<file path="src/jsu_pkg.sv">
`timescale 1ns / 1ps

package jsu_pkg;

  typedef enum logic [1:0] {
    KIND_BYTE = 2'd0,
    KIND_DONE = 2'd1,
    KIND_ERR  = 2'd2
  } kind_t;

  typedef enum logic [4:0] {
    MODE_IDLE = 5'b00001,
    MODE_STR  = 5'b00010,
    MODE_ESC  = 5'b00100,
    MODE_HEX  = 5'b01000,
    MODE_ERR  = 5'b10000
  } mode_t;

  localparam logic [7:0] CH_QUOTE  = 8'h22;
  localparam logic [7:0] CH_BSLASH = 8'h5C;
  localparam logic [7:0] CH_SLASH  = 8'h2F;
  localparam logic [7:0] CH_B      = 8'h62;
  localparam logic [7:0] CH_F      = 8'h66;
  localparam logic [7:0] CH_N      = 8'h6E;
  localparam logic [7:0] CH_R      = 8'h72;
  localparam logic [7:0] CH_T      = 8'h74;
  localparam logic [7:0] CH_U      = 8'h75;
  localparam logic [7:0] CH_SPACE  = 8'h20;

  localparam logic [1:0] HEX_LAST  = 2'd3;

  function automatic logic is_space(input logic [7:0] c);
    return (c == CH_SPACE) || (c >= 8'h09 && c <= 8'h0D);
  endfunction

  // bit 4 set: not a hex digit
  function automatic logic [4:0] hex_value(input logic [7:0] c);
    logic [4:0] v;
    v = 5'd16;
    if (c >= 8'h30 && c <= 8'h39) begin
      v = {1'b0, c[3:0]};
    end else if ((c >= 8'h61 && c <= 8'h66) || (c >= 8'h41 && c <= 8'h46)) begin
      v = {1'b0, c[3:0]} + 5'd9;
    end
    return v;
  endfunction

endpackage

</file>
<file path="src/jsu_in_if.sv">
`timescale 1ns / 1ps

interface jsu_in_if import jsu_pkg::*; ();
  logic       valid;
  logic       ready;
  logic [7:0] in_byte;
  logic       end_of_text;

  modport source (output valid, output in_byte, output end_of_text, input ready);
  modport sink   (input valid, input in_byte, input end_of_text, output ready);
endinterface

</file>
<file path="src/jsu_out_if.sv">
`timescale 1ns / 1ps

interface jsu_out_if import jsu_pkg::*; ();
  logic       valid;
  logic       ready;
  logic [7:0] out_byte;
  kind_t      kind;
  logic       last_of_run;

  modport source (output valid, output out_byte, output kind, output last_of_run,
                  input ready);
  modport sink   (input valid, input out_byte, input kind, input last_of_run,
                  output ready);
endinterface

</file>
<file path="src/json_string_unescape_utf8.sv">
`timescale 1ns / 1ps

// Channel  Dir  Payload                          Handshake
// in_ch    in   in_byte[7:0], end_of_text        valid/ready
// out_ch   out  out_byte[7:0], kind, last_of_run valid/ready
//
// One request is decoded in the cycle it is taken; its results sit in a
// three-entry result register and leave one per cycle while out_ch is ready,
// from the next cycle on. A new request is taken while the last pending result
// is being taken, so a one-result request streams at one per cycle while
// out_ch is ready; a \u request holds in_ch until its last byte is taken.
// Reset (rst_n low, synchronous) returns to idle with no pending results.
// Stalls on out_ch hold the result register and back-pressure in_ch.

module json_string_unescape_utf8 import jsu_pkg::*; (
  input  logic clk,
  input  logic rst_n,
  jsu_in_if.sink    in_ch,
  jsu_out_if.source out_ch
);

  mode_t       mode_r, mode_nxt;
  logic [1:0]  hcnt_r, hcnt_nxt;
  logic [15:0] acc_r, acc_nxt;

  logic [1:0]  rem_r;
  logic [7:0]  b0_r, b1_r, b2_r;
  kind_t       kind_r;

  logic [1:0]  res_n;
  logic [7:0]  res_b0, res_b1, res_b2;
  kind_t       res_kind;

  logic        in_fire, out_fire;
  logic [7:0]  c;
  logic [4:0]  hv;
  logic [15:0] acc_sh;

  assign c        = in_ch.in_byte;
  assign hv       = hex_value(c);
  assign acc_sh   = {acc_r[11:0], hv[3:0]};

  assign out_fire = out_ch.valid && out_ch.ready;
  assign in_ch.ready = (rem_r == 2'd0) || (rem_r == 2'd1 && out_ch.ready);
  assign in_fire  = in_ch.valid && in_ch.ready;

  assign out_ch.valid       = (rem_r != 2'd0);
  assign out_ch.out_byte    = b0_r;
  assign out_ch.kind        = kind_r;
  assign out_ch.last_of_run = (rem_r == 2'd1);

  always_comb begin
    mode_nxt = mode_r;
    hcnt_nxt = hcnt_r;
    acc_nxt  = acc_r;
    res_n    = 2'd0;
    res_kind = KIND_BYTE;
    res_b0   = 8'h00;
    res_b1   = 8'h00;
    res_b2   = 8'h00;
    if (in_ch.end_of_text) begin
      mode_nxt = MODE_IDLE;
      hcnt_nxt = 2'd0;
      acc_nxt  = 16'h0000;
      if (mode_r == MODE_STR || mode_r == MODE_ESC || mode_r == MODE_HEX) begin
        res_n    = 2'd1;
        res_kind = KIND_ERR;
      end
    end else begin
      unique case (mode_r)
        MODE_IDLE: begin
          if (c == CH_QUOTE) begin
            mode_nxt = MODE_STR;
          end else if (!is_space(c)) begin
            mode_nxt = MODE_ERR;
            res_n    = 2'd1;
            res_kind = KIND_ERR;
          end
        end
        MODE_STR: begin
          if (c == CH_QUOTE) begin
            mode_nxt = MODE_IDLE;
            res_n    = 2'd1;
            res_kind = KIND_DONE;
          end else if (c < CH_SPACE) begin
            mode_nxt = MODE_ERR;
            res_n    = 2'd1;
            res_kind = KIND_ERR;
          end else if (c == CH_BSLASH) begin
            mode_nxt = MODE_ESC;
          end else begin
            res_n  = 2'd1;
            res_b0 = c;
          end
        end
        MODE_ESC: begin
          mode_nxt = MODE_STR;
          res_n    = 2'd1;
          case (c)
            CH_QUOTE:  res_b0 = CH_QUOTE;
            CH_BSLASH: res_b0 = CH_BSLASH;
            CH_SLASH:  res_b0 = CH_SLASH;
            CH_B:      res_b0 = 8'h08;
            CH_F:      res_b0 = 8'h0C;
            CH_N:      res_b0 = 8'h0A;
            CH_R:      res_b0 = 8'h0D;
            CH_T:      res_b0 = 8'h09;
            CH_U: begin
              mode_nxt = MODE_HEX;
              hcnt_nxt = 2'd0;
              acc_nxt  = 16'h0000;
              res_n    = 2'd0;
            end
            default: begin
              mode_nxt = MODE_ERR;
              res_kind = KIND_ERR;
            end
          endcase
        end
        MODE_HEX: begin
          if (hv[4]) begin
            mode_nxt = MODE_ERR;
            res_n    = 2'd1;
            res_kind = KIND_ERR;
          end else begin
            acc_nxt = acc_sh;
            if (hcnt_r != HEX_LAST) begin
              hcnt_nxt = hcnt_r + 2'd1;
            end else begin
              hcnt_nxt = 2'd0;
              if (acc_sh[15:11] == 5'b11011) begin
                mode_nxt = MODE_ERR;
                res_n    = 2'd1;
                res_kind = KIND_ERR;
              end else begin
                mode_nxt = MODE_STR;
                if (acc_sh[15:7] == 9'd0) begin
                  res_n  = 2'd1;
                  res_b0 = {1'b0, acc_sh[6:0]};
                end else if (acc_sh[15:11] == 5'd0) begin
                  res_n  = 2'd2;
                  res_b0 = {3'b110, acc_sh[10:6]};
                  res_b1 = {2'b10, acc_sh[5:0]};
                end else begin
                  res_n  = 2'd3;
                  res_b0 = {4'b1110, acc_sh[15:12]};
                  res_b1 = {2'b10, acc_sh[11:6]};
                  res_b2 = {2'b10, acc_sh[5:0]};
                end
              end
            end
          end
        end
        default: ;
      endcase
    end
  end

  always_ff @(posedge clk) begin
    if (!rst_n) begin
      mode_r <= MODE_IDLE;
      hcnt_r <= 2'd0;
      acc_r  <= 16'h0000;
      rem_r  <= 2'd0;
    end else if (in_fire) begin
      mode_r <= mode_nxt;
      hcnt_r <= hcnt_nxt;
      acc_r  <= acc_nxt;
      rem_r  <= res_n;
    end else if (out_fire) begin
      rem_r  <= rem_r - 2'd1;
    end
  end

  always_ff @(posedge clk) begin
    if (in_fire) begin
      b0_r   <= res_b0;
      b1_r   <= res_b1;
      b2_r   <= res_b2;
      kind_r <= res_kind;
    end else if (out_fire) begin
      b0_r <= b1_r;
      b1_r <= b2_r;
    end
  end

`ifndef SYNTH
  a_take_only_when_drained: assert property (@(posedge clk) disable iff (!rst_n)
    in_fire |-> !out_ch.valid || (out_ch.ready && out_ch.last_of_run))
    else $error("request taken while results still pending");

  a_run_continues: assert property (@(posedge clk) disable iff (!rst_n)
    out_fire && !out_ch.last_of_run |=> out_ch.valid)
    else $error("result run broken");

  a_status_shape: assert property (@(posedge clk) disable iff (!rst_n)
    out_ch.valid && out_ch.kind != KIND_BYTE |-> out_ch.out_byte == 8'h00
      && out_ch.last_of_run)
    else $error("status result carries byte or is not last");

  a_hex_count_mode: assert property (@(posedge clk) disable iff (!rst_n)
    hcnt_r != 2'd0 |-> mode_r == MODE_HEX || mode_r == MODE_ERR)
    else $error("hex count set outside hex mode");
`endif

endmodule

</file>
<file path="src/flat_wrapper.sv">
// flat-port wrapper written by rule: the top's interface ports become plain ports
module json_string_unescape_utf8_flat import jsu_pkg::*;
  (clk, rst_n, in_ch_valid, in_ch_in_byte, in_ch_end_of_text, in_ch_ready, out_ch_valid, out_ch_out_byte, out_ch_kind, out_ch_last_of_run, out_ch_ready);
  jsu_in_if in_ch_i ();
  jsu_out_if out_ch_i ();
  input  logic clk;
  input  logic rst_n;
  input wire logic [$bits(in_ch_i.valid)-1:0] in_ch_valid;
  input wire logic [$bits(in_ch_i.in_byte)-1:0] in_ch_in_byte;
  input wire logic [$bits(in_ch_i.end_of_text)-1:0] in_ch_end_of_text;
  output wire logic [$bits(in_ch_i.ready)-1:0] in_ch_ready;
  output wire logic [$bits(out_ch_i.valid)-1:0] out_ch_valid;
  output wire logic [$bits(out_ch_i.out_byte)-1:0] out_ch_out_byte;
  output wire logic [$bits(out_ch_i.kind)-1:0] out_ch_kind;
  output wire logic [$bits(out_ch_i.last_of_run)-1:0] out_ch_last_of_run;
  input wire logic [$bits(out_ch_i.ready)-1:0] out_ch_ready;
  assign in_ch_i.valid = in_ch_valid;
  assign in_ch_i.in_byte = in_ch_in_byte;
  assign in_ch_i.end_of_text = in_ch_end_of_text;
  assign in_ch_ready = in_ch_i.ready;
  assign out_ch_valid = out_ch_i.valid;
  assign out_ch_out_byte = out_ch_i.out_byte;
  assign out_ch_kind = out_ch_i.kind;
  assign out_ch_last_of_run = out_ch_i.last_of_run;
  assign out_ch_i.ready = out_ch_ready;
  json_string_unescape_utf8 u_core (.clk(clk), .rst_n(rst_n), .in_ch(in_ch_i), .out_ch(out_ch_i));
endmodule
</file>
<file path="config.mk">
export PLATFORM = sky130hd
export DESIGN_NAME = json_string_unescape_utf8_flat
export DESIGN_NICKNAME = d
export VERILOG_FILES = /design/src/jsu_pkg.sv /design/src/jsu_in_if.sv /design/src/jsu_out_if.sv /design/src/json_string_unescape_utf8.sv /design/src/flat_wrapper.sv
export SDC_FILE = /design/constraint.sdc
export NUM_CORES = 1
export LEC_CHECK = 0
export BUFFER_PORTS_ARGS = -buffer_cell sky130_fd_sc_hd__buf_2
export CAP_MARGIN = 20
export CORE_ASPECT_RATIO = 0.8
export CORE_MARGIN = 1
export CORE_UTILIZATION = 30
export CTS_CLUSTER_SIZE = 16
export DETAILED_ROUTE_END_ITERATION = 8
export PLACE_DENSITY_LB_ADDON = 0.08
export SYNTH_ARGS = -nofsm -noshare
export SYNTH_HDL_FRONTEND = slang
export SYNTH_SLANG_ARGS = --single-unit
</file>
<file path="constraint.sdc">
create_clock -name clk -period 3.5 [get_ports clk]
set_clock_uncertainty 0.2 [all_clocks]
set_input_delay 0.7 -clock clk [delete_from_list [all_inputs] [get_ports clk]]
set_output_delay 0.7 -clock clk [all_outputs]
set_load 0.01 [all_outputs]
</file>
=== Word level (Yosys, flattened, before mapping) ===
Cells that the tools add are included.

* Input bits: 13
* Bits in writable memories: 0
* Output and inout port bits: 13
* Latch bits: 0
* Logic and storage cells: 141
* ROM bits: 0
* Memories kept: 0
* Flip-flop bits (word level): 47

* $lt $le $gt $ge: 9
* Div/mod/pow operators: 0
* Bitwise logic cells: 1
* Multiply operators: 0
* $add $sub $neg: 3
* Equal/unequal tests: 22
* Mux-type cells: 72
* Reduce and logical (&&, ||, !) cells: 25
* Shift operators: 0

{| class="wikitable"
|+ Operators by type and width
! kind !! number
|-
| $mux 8 || 19
|-
| $eq 8x7->1 const B || 7
|-
| $pmux 7 s8 || 1
|-
| $mux 5 || 11
|-
| $mux 2 || 24
|-
| $mux 12 || 3
|-
| $eq 8x6->1 const B || 3
|-
| $pmux 12 s2 || 1
|-
| $pmux 8 s3 || 1
|-
| $pmux 5 s4 || 1
|-
| $ge 8x7->1 const B || 2
|-
| $le 8x7->1 const B || 2
|-
| $pmux 2 s4 || 2
|-
| $mux 6 || 2
|-
| $pmux 5 s2 || 1
|-
| $logic_not 9->1 || 1
|-
| $reduce_or 9->1 || 1
|-
| $ge 8x4->1 const B || 1
|-
| $ge 8x6->1 const B || 1
|-
| $le 8x4->1 const B || 1
|-
| $le 8x6->1 const B || 1
|-
| $lt 8x6->1 const B || 1
|-
| $ne 4x3->1 const B || 2
|-
| $reduce_or 8->1 || 1
|-
| 26 further kinds || 42
|}

=== Logic depth before layout (Yosys ltp) ===
* Depth in word-level cells: 13
* Gate-level depth with buffers: 9

=== Worst setup path after synthesis ===
No wires, ideal clock.

* Path kind: input-to-reg
* From: input in_ch_in_byte[0]
* To: register u_core.b0_r[1] (netlist: u_core.out_ch.out_byte[1]), data pin
* Buffers on the path: 0
* Data required time: 3.044 ns
* Data arrival time: 2.409 ns
* Setup slack: 0.635 ns
* Stages on the path: 8
* Library setup time: 0.256 ns
* Cell sequence: inv_1 ha_1 nor3b_1 nor3_1 a32o_1 a221oi_1 o21ai_0 a22o_1

* Cells in the longest elaborated chain, start to end: 12
* Elaborated cells between the ends (all ways): 33

{| class="wikitable"
|+ RTL lines
! what !! line !! text
|-
| from (decl) || flat_wrapper.sv:9 || <nowiki>input wire logic [$bits(in_ch_i.in_byte)-1:0] in_ch_in_byte;</nowiki>
|-
| $ge 8x7->1 or $le 8x7->1 (tied branches) || jsu_pkg.sv:42 || <nowiki>end else if ((c >= 8'h61 && c <= 8'h66) || (c >= 8'h41 && c <= 8'h46)) begin</nowiki>
|-
| $logic_and 1x1->1 || jsu_pkg.sv:42 ||
|-
| $logic_or 1x1->1 || jsu_pkg.sv:42 ||
|-
| $mux 5 || jsu_pkg.sv:42 ||
|-
| $mux 5 || jsu_pkg.sv:40 || <nowiki>if (c >= 8'h30 && c <= 8'h39) begin</nowiki>
|-
| $mux 8 || json_string_unescape_utf8.sv:137 || <nowiki>if (acc_sh[15:7] == 9'd0) begin</nowiki>
|-
| $mux 8 || json_string_unescape_utf8.sv:131 || <nowiki>if (acc_sh[15:11] == 5'b11011) begin</nowiki>
|-
| $mux 8 || json_string_unescape_utf8.sv:127 || <nowiki>if (hcnt_r != HEX_LAST) begin</nowiki>
|-
| $mux 8 || json_string_unescape_utf8.sv:121 || <nowiki>if (hv[4]) begin</nowiki>
|-
| $pmux 8 s3 * || json_string_unescape_utf8.sv:70 || <nowiki>unique case (mode_r)</nowiki>
|-
| $mux 8 * || json_string_unescape_utf8.sv:61 || <nowiki>if (in_ch.end_of_text) begin</nowiki>
|-
| $mux 8 * || json_string_unescape_utf8.sv:176 || <nowiki>if (in_fire) begin</nowiki>
|-
| to (signal assigned) || json_string_unescape_utf8.sv:177 || <nowiki>b0_r <= res_b0;</nowiki>
|-
| to (signal assigned) || json_string_unescape_utf8.sv:182 || <nowiki>b0_r <= b1_r;</nowiki>
|-
| to (decl) || json_string_unescape_utf8.sv:27 || <nowiki>logic [7:0] b0_r, b1_r, b2_r;</nowiki>
|}

Every way passes the cells marked *; elsewhere a longest branch is shown, timed or not.
A chain may end at the register's enable or synchronous reset.

=== Worst setup path in the final report ===
* From: input in_ch_in_byte[0]
* To: register u_core.mode_r[0]

* Cells in the longest elaborated chain, start to end: 8
* Elaborated cells between the ends (all ways): 31

{| class="wikitable"
|+ RTL lines
! what !! line !! text
|-
| $ge 8x7->1 or $le 8x7->1 (tied branches) || jsu_pkg.sv:42 ||
|-
| $logic_and 1x1->1 || jsu_pkg.sv:42 ||
|-
| $logic_or 1x1->1 || jsu_pkg.sv:42 ||
|-
| $mux 5 || jsu_pkg.sv:42 ||
|-
| $mux 5 || jsu_pkg.sv:40 ||
|-
| $mux 5 || json_string_unescape_utf8.sv:121 ||
|-
| $pmux 5 s4 || json_string_unescape_utf8.sv:70 ||
|-
| $mux 5 || json_string_unescape_utf8.sv:61 ||
|-
| to (signal assigned) || json_string_unescape_utf8.sv:166 || <nowiki>mode_r <= mode_nxt;</nowiki>
|-
| to (decl) || json_string_unescape_utf8.sv:22 || <nowiki>mode_t mode_r, mode_nxt;</nowiki>
|}

Parallel ways exist; a longest one is shown, timed or not.

==> results.md <==
| Result | This run |
|---|---|
| Layout overhead on the synthesized area | 15.0% |
| Number of fillers in the final layout | 953 |
| Initial Util | 0.313 |
| Top cell type by total area after synthesis | sky130_fd_sc_hd__edfxtp_1 |
| DRC Markers | 6 |
| GRT Util Overall | 0.176 |
| WP data required | 3.48 ns |
| Final std cell area, no fill | 0.00330 mm^2 |
| Number of cells traversed by the worst register-to-register path | 5 |
| Number of warnings printed during yosys synthesis | 0 |
| Mapped Nets | 331 |
| Clock sinks | 45 |
| Routability congestion estimate from global placement | 0.862 |
| Horizontal extent of the die | 111 um |
| Die boundary height | 89.4 um |
| Logic pwr share | 0.251 |
| Power per cell area | 469 mW/mm^2 |
| Most frequent cell after synthesis | sky130_fd_sc_hd__o21ai_0 |
| Synth cell types | 60 |
| Post-synth top cells | 25 x sky130_fd_sc_hd__o21ai_0, 24 x sky130_fd_sc_hd__edfxtp_1, 24 x sky130_fd_sc_hd__nor2_1 |
| 1st-pass router iterations | 7 |
| Area after DPL | 0.00316 mm^2 |
| Top cell type's share of synthesized area | 0.252 |
| Number of top-level design ports | 26 |
| Final TNS setup | 0 ns |
| Final WS setup | 0.512 ns |
| Area occupied by registers | 0.00114 mm^2 |
| Min-Delay Path Class | reg2reg |
| Net count reported at finish | 361 |
| Total via count in the routed design | 2517 |
| Fraction of final layout cells sized beyond drive strength 1 | 0.173 |
| Antenna Diode Count | 0 |
| Slew headroom | 0.410 |
| Vias in the first global route | 2376 |
| # port buffers | 25 |
| Wire length of the first global-routing pass | 13400 um |
| Post-synthesis average cell area | 9.24 um^2 |
| Die Area | 0.00995 mm^2 |
| Endpoint of the worst-slack reg-to-reg timing path | u_core.out_ch.out_byte[7]$_DFFE_PP_ |
| Sequential fraction of the synthesis area | 0.398 |
| Htree depth | 2 |
| Slew @ Worst Pin | 0.878 ns |
| Clock-pin slew reported for the worst setup and hold paths after clock tree synthesis | 0.06 ns |
| Number of buffers created by CTS | 5 |
| Source-to-sink clock delay at the later pin of the worst-skew pair | 0.29 ns |
| Final hold vios | 0 |
| Flip-flop cell with the highest count after synthesis | sky130_fd_sc_hd__edfxtp_1 |
| # hold bufs at CTS | 0 |
| Net switching power | 0.000457 W |
| TritonCTS clock tree | done |
| FF-to-FF setup slack | 0.89 ns |
| HPWL reported at the end of detailed placement | 6270 um |
| Setup crit end kind | flop |
| VDD IR-drop max | 247 uV |
| CP Data Arrival Time | 2.97 ns |
| Per-cell via count in the routed design | 5.52 |
| Setup repair after global routing missed its margin | false |
| Post-route ant nets | 0 |
| Part of the total power dissipated in sequential elements | 0.455 |
| Outcome | finished, violations left |
| CTS-repair resized insts | 0 |
| Post-CTS repair timing setup buffer count | 0 |
| Rows | 31 |
| Violations in the final reports | design-rule violations |
| Internal power | 0.00109 W |
| Category of the worst setup path launch point | primary input |
| Min cycle time layout | 2.99 ns |
| Initial antenna violation count | 0 |
| Buffers from clock root to sink, at most | 2 |
| Highest attainable clock frequency | 335 MHz |
| Total Wirelength | 8400 um |
| Total standard cell area after synthesis | 0.00287 mm^2 |
| Switching fraction of total power | 0.295 |
| Dpl ws | 0.216 ns |
| Root Driver | sky130_fd_sc_hd__clkbuf_16 |
| Hold Crit Endpoint | u_core.hcnt_r[0]$_SDFFE_PN0P_ |
| Launching point of the worst reg2reg path | u_core.acc_r[7]$_SDFFE_PN0P_ |
| Max cap viols | 0 |
| Average wire per standard cell | 18.4 um |
| Number of synthesized flops with an enable pin | 24 |
| Final-layout worst hold slack | 0.286 ns |
| LEAKAGE | 1.23 nW |
| Critical-path maximum fanout | 6 |
| Post-synthesis register bit count | 45 |
| Sum of overflow across all layers after global routing | 0 |
| Final critical-path share of the clock period | 0.854 |
| Category of the critical setup timing path | in2reg |
| Core Box Area | 0.00915 mm^2 |
| Asr flop ratio synth | 0 |
| Instance count of the mapped netlist | 310 |
| Relative contribution of the clock network to total power | 0.294 |
| Total area of multi-input combinational cells | 0.00161 mm^2 |
| Worst Min Path Start | u_core.hcnt_r[0]$_SDFFE_PN0P_ |
| Iteration-0 DRC count of the detailed router | 184 |
| Count of final setup violators | 0 |
| Largest net degree at the start of global routing | 20 |
| Depth of the worst hold-timing path | 1 |
| Largest cells by area after synthesis | sky130_fd_sc_hd__edfxtp_1 25%, sky130_fd_sc_hd__dfxtp_1 15%, sky130_fd_sc_hd__a22o_1 5.8% |
| Slew Limit Fails | 0 |
| Fin util | 0.360 |
[worst max-delay path: stages]
cell	delay, ns
sky130_fd_sc_hd__buf_2	0.14
sky130_fd_sc_hd__inv_1	0.15
sky130_fd_sc_hd__ha_1	0.29
sky130_fd_sc_hd__or2_2	0.28
sky130_fd_sc_hd__a2111oi_0	0.56
sky130_fd_sc_hd__o21ai_0	0.24
sky130_fd_sc_hd__o2111ai_4	0.18
sky130_fd_sc_hd__a21oi_4	0.12
sky130_fd_sc_hd__mux2_4	0.30
[logic make-up after synthesis]
kind of cell    Yosys count  share of synthesized area
simple gates            111                      0.212
buf+inv                  29                     0.0406
compound gates          109                      0.284
xor+xnor                  1                    0.00306
fa+ha+maj                 8                     0.0349
mux                       7                     0.0271
flops                    45                      0.398
[power by group through the flow]
stage | registers [W] | clock network [W] | logic, W
6_report | 0.000703 | 0.000455 | 0.000389
3_3_place_gp | 0.000715 | 0 | 0.000392
2_1_floorplan | 0.000730 | 0 | 0.000239
5_1_grt | 0.000714 | 0.000486 | 0.000435
3_5_place_dp | 0.000715 | 0 | 0.000391
4_1_cts | 0.000704 | 0.000470 | 0.000393
[stage by stage]
step	std cells	power, W
floorplan	310	0.000969
global placement	448	0.00111
detailed placement	448	0.00111
CTS	456	0.00157
global route	456	0.00163
finish	456	0.00155
[sequential cells by signal (all words and copies together), names as in the netlist]
signal and flops:
u_core.b2_r 7, u_core.out_ch.kind 2, u_core.hcnt_r 2, u_core.mode_r 5, u_core.rem_r 2, u_core.b1_r 7
u_core.acc_r 12, u_core.out_ch.out_byte 8
[layout by cell type (no fill, tap or decap), types with 4 or more instances in the layout]
cell type                   count
sky130_fd_sc_hd__or3_1          4
sky130_fd_sc_hd__nand3_1        9
sky130_fd_sc_hd__nand4_1        6
sky130_fd_sc_hd__buf_2         25
sky130_fd_sc_hd__inv_1         17
sky130_fd_sc_hd__a21o_1         6
sky130_fd_sc_hd__nand2_1       20
sky130_fd_sc_hd__clkbuf_16      5
sky130_fd_sc_hd__a21oi_1       18
sky130_fd_sc_hd__mux2i_1        4
sky130_fd_sc_hd__a22oi_1        6
sky130_fd_sc_hd__dfxtp_1       21
sky130_fd_sc_hd__a22o_1        19
sky130_fd_sc_hd__buf_4         10
sky130_fd_sc_hd__nor2b_1        7
sky130_fd_sc_hd__ha_1           8
sky130_fd_sc_hd__edfxtp_1      24
sky130_fd_sc_hd__o21ai_0       25
sky130_fd_sc_hd__nor3_1         7
sky130_fd_sc_hd__nand2b_1       9
sky130_fd_sc_hd__nor2_1        24
[layer usage]
| metal | GRT usage | share of wire |
|---|---|---|
| met5 | 0 | 0 |
| met4 | 0.0319 | 0.0077 |
| met3 | 0.0353 | 0.048 |
| met2 | 0.267 | 0.42 |
| met1 | 0.259 | 0.52 |
[cell type report]
class,count,area share
sequential,45,0.346
clock inverter,2,0.00304
clock buffer,6,0.0391
timing repair buffer,35,0.0607
multi-input combinational,236,0.488
inverter,17,0.0194
tap,115,0.0437
[worst max path at each step]
stage | cells past startpoint | endpoint | slack (ns) | startpoint
after floorplan | 8 | u_core.out_ch.out_byte[1]$_DFFE_PP_ | 0.63 | in_ch_in_byte[0]
after global placement | 9 | u_core.mode_r[0]$_SDFFE_PN1P_ | 0.27 | in_ch_in_byte[0]
after detailed placement | 9 | u_core.mode_r[0]$_SDFFE_PN1P_ | 0.22 | in_ch_in_byte[0]
after CTS | 9 | u_core.mode_r[0]$_SDFFE_PN1P_ | 0.52 | in_ch_in_byte[0]
after global routing | 10 | u_core.rem_r[1]$_SDFFE_PN0P_ | 0.29 | in_ch_in_byte[0]
final | 9 | u_core.mode_r[0]$_SDFFE_PN1P_ | 0.51 | in_ch_in_byte[0]
(Power assumes the default switching activity.)
